[src/spq_pkg.sv]
`timescale 1ns / 1ps
// Shared types and codes for the sorted priority queue.
// Used by spq_cell and sorted_priority_queue_core; depends on nothing.
package spq_pkg;

  typedef logic [47:0] spq_key_t;

  typedef struct packed {
    logic [1:0]  func;
    logic [15:0] key_time;
    logic [15:0] key_arrival;
    logic [15:0] key_pid;
  } spq_in_t;

  typedef struct packed {
    logic [1:0]  status;
    logic [15:0] top_time;
    logic [15:0] top_arrival;
    logic [15:0] top_pid;
    logic [4:0]  held_count;
  } spq_out_t;

  // record travelling down the chain during an insert
  typedef struct packed {
    logic     valid;
    logic     placed;
    spq_key_t key;
  } spq_token_t;

  typedef struct packed {
    logic shift;
    logic highest_first;
  } spq_cell_ctrl_t;

  localparam logic [1:0] FUNC_INSERT = 2'd0;
  localparam logic [1:0] FUNC_REMOVE = 2'd1;
  localparam logic [1:0] FUNC_PEEK   = 2'd2;

  localparam logic [1:0] STATUS_OK    = 2'd0;
  localparam logic [1:0] STATUS_FULL  = 2'd1;
  localparam logic [1:0] STATUS_EMPTY = 2'd2;

  localparam logic REG_HIGHEST_FIRST  = 1'b0;
  localparam logic REG_CAPACITY_LIMIT = 1'b1;

endpackage

[src/spq_cell.sv]
`timescale 1ns / 1ps
// One storage cell of the queue chain: holds one record and a travelling token.
// Depends on spq_pkg.
module spq_cell import spq_pkg::*; #(
  parameter int CW  = 5,
  parameter int IDX = 0
) (
  input  logic           clk,
  input  logic           rst_n,
  input  spq_cell_ctrl_t ctrl,
  input  logic [CW-1:0]  count,
  input  spq_token_t     tok_in,
  input  spq_key_t       right_key,
  output spq_token_t     tok_out,
  output spq_key_t       key_out
);

  spq_token_t tok_r;
  spq_key_t   entry_r;
  spq_key_t   entry_nxt;
  logic       landing;
  logic       wins;

  assign landing = (CW'(IDX) == count);
  assign wins    = ctrl.highest_first ? (tok_r.key >= entry_r) : (tok_r.key <= entry_r);
  assign key_out = entry_r;

  always_comb begin
    entry_nxt = entry_r;
    tok_out   = '0;
    if (ctrl.shift) begin
      entry_nxt = right_key;
    end else if (tok_r.valid) begin
      if (landing) begin
        entry_nxt = tok_r.key;
      end else if (tok_r.placed || wins) begin
        // take the token's record, push ours onward unconditionally
        entry_nxt      = tok_r.key;
        tok_out.valid  = 1'b1;
        tok_out.placed = 1'b1;
        tok_out.key    = entry_r;
      end else begin
        tok_out = tok_r;
      end
    end
  end

  always_ff @(posedge clk) begin
    if (!rst_n) begin
      tok_r <= '0;
    end else begin
      tok_r <= tok_in;
    end
    entry_r <= entry_nxt;
  end

endmodule

[src/sorted_priority_queue_core.sv]
`timescale 1ns / 1ps
// Sorted priority queue built as a chain of DEPTH record cells.
// Every request's result is registered and shown in the cycle after acceptance.
// Remove and peek finish on acceptance; an insert walks its record down the chain
// one cell a cycle and holds the input until it lands after the records held before it.
// Synchronous active-low reset empties the queue and sets highest-first, capacity 16.
module sorted_priority_queue_core import spq_pkg::*; #(
  parameter int DEPTH = 16
) (
  input  logic        clk,
  input  logic        rst_n,
  input  logic        in_valid,
  output logic        in_stall,
  input  spq_in_t     in_data,
  output logic        out_valid,
  input  logic        out_stall,
  output spq_out_t    out_data,
  input  logic        psel,
  input  logic        penable,
  input  logic        pwrite,
  input  logic [2:0]  paddr,
  input  logic [31:0] pwdata,
  output logic [31:0] prdata,
  output logic        pready
);

  localparam int CW = $clog2(DEPTH + 1);
  localparam int LW = (CW > 5) ? CW : 5;

  logic           highest_first_r;
  logic [4:0]     capacity_r;
  logic [CW-1:0]  count_r, count_nxt;
  logic [CW-1:0]  step_r, step_nxt;
  logic           walking_r, walking_nxt;
  logic           out_valid_r, out_valid_nxt;
  spq_out_t       out_data_r, out_data_nxt;

  logic           in_accept;
  logic           cfg_write;
  logic [LW-1:0]  lim;
  logic           full;
  logic           empty;
  logic           do_shift;
  spq_cell_ctrl_t ctrl;
  spq_token_t     launch;
  spq_token_t     tok   [DEPTH];
  spq_key_t       keys  [DEPTH];
  spq_key_t       front;

  assign pready    = 1'b1;
  assign cfg_write = psel && penable && pwrite;
  assign in_stall  = walking_r || (out_valid_r && out_stall);
  assign in_accept = in_valid && !in_stall;
  assign out_valid = out_valid_r;
  assign out_data  = out_data_r;

  always_comb begin
    case (paddr[2])
      REG_HIGHEST_FIRST:  prdata = {31'd0, highest_first_r};
      REG_CAPACITY_LIMIT: prdata = {27'd0, capacity_r};
      default:            prdata = '0;
    endcase
  end

  // clamp the capacity to 1..DEPTH
  always_comb begin
    lim = LW'(capacity_r);
    if (lim == '0) begin
      lim = LW'(1);
    end else if (lim > LW'(DEPTH)) begin
      lim = LW'(DEPTH);
    end
  end

  assign full     = LW'(count_r) >= lim;
  assign empty    = (count_r == '0);
  assign front    = keys[0];
  assign do_shift = in_accept && (in_data.func == FUNC_REMOVE) && !empty;

  assign ctrl.shift         = do_shift;
  assign ctrl.highest_first = highest_first_r;

  always_comb begin
    launch       = '0;
    launch.valid = in_accept && (in_data.func == FUNC_INSERT) && !full;
    launch.key   = {in_data.key_time, in_data.key_arrival, in_data.key_pid};
  end

  always_comb begin
    count_nxt     = count_r;
    step_nxt      = step_r;
    walking_nxt   = walking_r;
    out_valid_nxt = out_valid_r && out_stall;
    out_data_nxt  = out_data_r;

    if (walking_r) begin
      // record lands in the first free cell: finish there
      if (step_r == count_r) begin
        walking_nxt = 1'b0;
        count_nxt   = count_r + CW'(1);
      end else begin
        step_nxt = step_r + CW'(1);
      end
    end

    if (in_accept) begin
      out_valid_nxt = 1'b1;
      out_data_nxt  = '0;
      out_data_nxt.held_count = 5'(count_r);
      case (in_data.func)
        FUNC_INSERT: begin
          if (full) begin
            out_data_nxt.status = STATUS_FULL;
          end else begin
            out_data_nxt.status     = STATUS_OK;
            out_data_nxt.held_count = 5'(count_r + CW'(1));
            walking_nxt             = 1'b1;
            step_nxt                = '0;
          end
        end
        FUNC_REMOVE, FUNC_PEEK: begin
          if (empty) begin
            out_data_nxt.status = STATUS_EMPTY;
          end else begin
            out_data_nxt.status      = STATUS_OK;
            out_data_nxt.top_time    = front[47:32];
            out_data_nxt.top_arrival = front[31:16];
            out_data_nxt.top_pid     = front[15:0];
            if (in_data.func == FUNC_REMOVE) begin
              count_nxt               = count_r - CW'(1);
              out_data_nxt.held_count = 5'(count_r - CW'(1));
            end
          end
        end
        default: begin
          out_data_nxt.status = STATUS_OK;
        end
      endcase
    end
  end

  always_ff @(posedge clk) begin
    if (!rst_n) begin
      highest_first_r <= 1'b1;
      capacity_r      <= 5'd16;
      count_r         <= '0;
      step_r          <= '0;
      walking_r       <= 1'b0;
      out_valid_r     <= 1'b0;
    end else begin
      if (cfg_write) begin
        case (paddr[2])
          REG_HIGHEST_FIRST:  highest_first_r <= pwdata[0];
          REG_CAPACITY_LIMIT: capacity_r      <= pwdata[4:0];
          default:            capacity_r      <= capacity_r;
        endcase
      end
      count_r     <= count_nxt;
      step_r      <= step_nxt;
      walking_r   <= walking_nxt;
      out_valid_r <= out_valid_nxt;
    end
    out_data_r <= out_data_nxt;
  end

  for (genvar i = 0; i < DEPTH; i++) begin : g_cell
    spq_token_t tok_src;
    spq_key_t   right_src;

    if (i == 0) begin : g_head
      assign tok_src = launch;
    end else begin : g_body
      assign tok_src = tok[i-1];
    end

    if (i == DEPTH - 1) begin : g_tail
      assign right_src = keys[i];
    end else begin : g_inner
      assign right_src = keys[i+1];
    end

    spq_cell #(
      .CW  (CW),
      .IDX (i)
    ) u_cell (
      .clk       (clk),
      .rst_n     (rst_n),
      .ctrl      (ctrl),
      .count     (count_r),
      .tok_in    (tok_src),
      .right_key (right_src),
      .tok_out   (tok[i]),
      .key_out   (keys[i])
    );
  end

endmodule

[config.mk]
export PLATFORM = sky130hd
export DESIGN_NAME = sorted_priority_queue_core
export DESIGN_NICKNAME = d
export VERILOG_FILES = /design/src/spq_pkg.sv /design/src/spq_cell.sv /design/src/sorted_priority_queue_core.sv
export SDC_FILE = /design/constraint.sdc
export NUM_CORES = 2
export LEC_CHECK = 0
export ABC_AREA = 1
export BUFFER_PORTS_ARGS = -buffer_cell sky130_fd_sc_hd__buf_2
export CORE_ASPECT_RATIO = 1.75
export CORE_MARGIN = 2
export CORE_UTILIZATION = 25
export DETAILED_ROUTE_END_ITERATION = 7
export PLACE_DENSITY_LB_ADDON = 0.08
export SYNTH_ARGS = -nofsm -noshare
export SYNTH_HDL_FRONTEND = slang
export SYNTH_SLANG_ARGS = --single-unit
[constraint.sdc]
create_clock -name clk -period 11.7 [get_ports clk]
set_clock_uncertainty 0.2 [all_clocks]
set_input_delay 1.755 -clock clk [delete_from_list [all_inputs] [get_ports clk]]
set_output_delay 1.755 -clock clk [all_outputs]
set_load 0.05 [all_outputs]
==> impl_metrics.toml <==
[placement]
dp_worst_setup_slack_ps = 5570
gp_congestion = 0.845
place_area_um2 = 88800
portBuffers = 124
hpwl_um = 189000

[final_layout]
multi_input_area_um2 = 36600
area_growth_syn_to_layout_pct = 12.9
register_area_um2 = 41100
final_cell_area_um2 = 95100
layout.nets = 11307
nFillCells = 35943
finalCoreUtilization_pct = 28.4
layout-drive-gt1-share_pct = 5.13

[logic_synthesis]
synth_edf_count = 823
synth_area_per_cell_um2 = 8.04
synth_area_um2 = 84200
ys.flop_type = "edfxtp_1"
synth_top_family_by_area = "simple AND/OR/NAND/NOR gates"
yosys.area_share.simple_pct = 24.0
ys_async_sr_fraction_pct = 0
ys_warn_count = 0
synth_xor_area_share_pct = 0.104
syn_inst = 10465
ys_ff_latch = 1640
ys_types = 49
synth_fa_ha_area_share_pct = 11.6
synth_compound_area_share_pct = 7.40
synth_seq_area_share_pct = 48.8
synth_mux_area_share_pct = 0

[timing]
drv_slew = 0
setup_viol = 0
tns_ps = 0
period_minus_slack_ps = 5210
rsz0062_at_grt = "false"
fmax_mhz = 192
period_share_pct = 44.5
setup_ws_ps = 6490
tightest_slew_ps = 1290
slew_headroom_pct = 14.0
hold_viol_final = 0

[power_and_ir_drop]
power_frac_clock_pct = 47.4
power_density_nw_per_um2 = 136
p_sw_share_pct = 24.1
power_frac_seq_pct = 47.5
power_leakage_nw = 39.1
ir_worst_vdd_mv = 0.102
combPwrFrac_pct = 5.1
p_int_w = 0.00984
power_switching_w = 0.00312

[clock_tree]
postCtsSetupRepairBufs = 0
cts_tree = "yes"
clockBufferDepth = 4
cts.sink_count = 1640
h-tree-depth = 4
holdBufCountCts = 0
worstSkewPairLatency_ps = 880
cts_root_buffer = "clkbuf_16"
clk_pin_slew_ps = 60
ctsResizeCount = 0
cts_buffers = 189

[floorplan]
num_rows = 281
core-area_um2 = 335000
die_area_um2 = 341000
die_w_um = 443
io_pins = 182
initial_core_util_pct = 25.1
die_y_um = 772

[detailed_routing]
drt_pass1_iterations = 5
avgRoutedWirePerCell_um = 17.1
ant_nets = 0
drt_wl_total_um = 256000
post_drt_via_cell_ratio = 4.19
num_vias = 62686
drtIter0Drc = 3134
route.detailed.drc = 0

[setup_path]
regToRegSetupSlack_ps = 6760
cp-start-kind = "input pin"
worstSetupPathType = "input pin to flip-flop"
cp.required_ps = 12070
arrival_ps = 5580
cp_max_fo = 272
crit_path_end_kind = "flip-flop"

[job]
cap_violations = 0

[hold_path]
hp-class = "flip-flop to flip-flop"

[global_routing]
antenna_found_initial = 4
grt_overflow = 0
grt_usage_pct = 14.8
grt_pass1_wl_um = 393000
grt_max_degree = 273
grt_pass1_vias = 62662

[outcome]
status = "finished clean"
==> synth_stat cells (2+ instances only) <==
| library cell | n | area share (%) |
|---|---|---|
| a211oi_1 | 3 | 0.027 |
| a21boi_0 | 7 | 0.062 |
| a21o_1 | 27 | 0.24 |
| a21oi_1 | 328 | 2.0 |
| a22oi_1 | 2 | 0.018 |
| a31oi_1 | 2 | 0.015 |
| and2_1 | 2 | 0.015 |
| buf_1 | 7 | 0.031 |
| buf_2 | 157 | 0.93 |
| buf_4 | 69 | 0.62 |
| buf_6 | 20 | 0.27 |
| clkbuf_1 | 185 | 0.83 |
| clkinv_1 | 2 | 0.0089 |
| conb_1 | 2 | 0.0089 |
| dfxtp_1 | 817 | 19 |
| edfxtp_1 | 823 | 29 |
| ha_1 | 783 | 12 |
| inv_1 | 1183 | 5.3 |
| inv_2 | 12 | 0.054 |
| nand2_1 | 3092 | 14 |
| nand2_2 | 3 | 0.022 |
| nand3_1 | 155 | 0.92 |
| nand3_2 | 17 | 0.20 |
| nand3b_1 | 3 | 0.027 |
| nand4_1 | 93 | 0.69 |
| nor2_1 | 1758 | 7.8 |
| nor2_2 | 7 | 0.052 |
| nor2_4 | 13 | 0.17 |
| nor3_1 | 25 | 0.15 |
| nor3_2 | 2 | 0.024 |
| nor4_1 | 7 | 0.052 |
| o211ai_1 | 3 | 0.027 |
| o21a_1 | 16 | 0.14 |
| o21ai_0 | 817 | 4.9 |
| xnor2_1 | 3 | 0.031 |
| xor2_1 | 7 | 0.073 |
==> state kept, by name, summed over array words and instances, names as in the netlist <==
signal                 flops
g_cell.u_cell.key_out    768
count_r                    5
step_r                     5
out_valid                  1
capacity_r                 5
walking_r                  1
g_cell.u_cell.tok_r      799
highest_first_r            1
out_data                  55
==> power by group through the flow <==
stage	clock [W]	sequential (W)	combinational, W
after detailed placement	0	0.00628	0.000679
final	0.00614	0.00616	0.000664
after global placement	0	0.00628	0.000675
after floorplan	0	0.00633	0.000420
after global routing	0.00657	0.00616	0.000751
after CTS	0.00641	0.00616	0.000682
==> metal layers <==
layer,track usage [%],vias up,wire length (um),share of wire (%)
met3,1.61,353,5970,2.3
met4,6.91,0,12900,5.1
met1,15.0,28388,95900,38
met2,29.8,740,141000,55
met5,0,-,0,0
li1,-,33205,-,-
==> final cells by class <==
type	count	share of cell area (%)
Multi-Input combinational cell	7216	38.5
Tap cell	4386	5.77
Clock buffer	282	5.88
Sequential cell	1640	43.2
Clock inverter	58	0.675
Antenna cell	2	0.00527
Inverter	1197	4.73
Timing Repair Buffer	188	1.21
==> cells by family after synthesis <==
| kind of cell | count (synthesis) |
|---|---|
| other | 2 |
| flip-flops | 1640 |
| AO/OA/AOI/OAI | 1211 |
| buffers and inverters | 1635 |
| adder cells (fa/ha/maj) | 783 |
| XOR/XNOR | 10 |
| AND/OR/NAND/NOR | 5184 |
==> final timing paths <==
path	from	to	cells after the start
worst max-delay path	in_data[49]	g_cell[13].u_cell.key_out[30]	12
worst min-delay path	g_cell[15].u_cell.tok_r[24]	g_cell[15].u_cell.key_out[24]	0
worst max register to register	count_r[0]	g_cell[13].u_cell.key_out[30]	10
worst min register to register	g_cell[15].u_cell.tok_r[24]	g_cell[15].u_cell.key_out[24]	0
==> critical path, cell delays in order <==
cell	delay, ps
buf_2	90
inv_1	50
ha_1	190
inv_1	200
nor2_1	80
inv_1	140
nor2_4	70
inv_8	420
buf_4	560
buf_12	670
buf_12	680
o21ai_0	190
==> through the flow <==
step | total power (W) | cells | hold WS (ps)
2_1_floorplan | 0.00675 | 10491 | 208
3_3_place_gp | 0.00696 | 14627 | 217
3_5_place_dp | 0.00696 | 14627 | 221
4_1_cts | 0.0132 | 14967 | 240
5_1_grt | 0.0135 | 14969 | 249
6_report | 0.0130 | 14969 | 232
==> cells in the final DEF, fill, tap and decap left out, drive strengths merged, types with 2 or more instances in the layout <==
| cell type | count |
|---|---|
| nand2 | 3095 |
| nor2 | 1778 |
| inv | 1198 |
| edfxtp | 823 |
| o21ai | 818 |
| dfxtp | 817 |
| ha | 783 |
| a21oi | 328 |
| clkbuf | 282 |
| buf | 188 |
| nand3 | 172 |
| nand4 | 94 |
| clkinv | 40 |
| conb | 28 |
| nor3 | 28 |
| a21o | 27 |
| o21a | 16 |
| bufinv | 13 |
| xor2 | 7 |
| a21boi | 7 |
| nor4 | 7 |
| clkinvlp | 4 |
| a211oi | 3 |
| xnor2 | 3 |
| o211ai | 3 |
| nand3b | 3 |
| diode | 2 |
| a22oi | 2 |
| a31oi | 2 |
| and2 | 2 |
| or2 | 2 |
| o21bai | 2 |
Power figures use the tool's default switching activity.
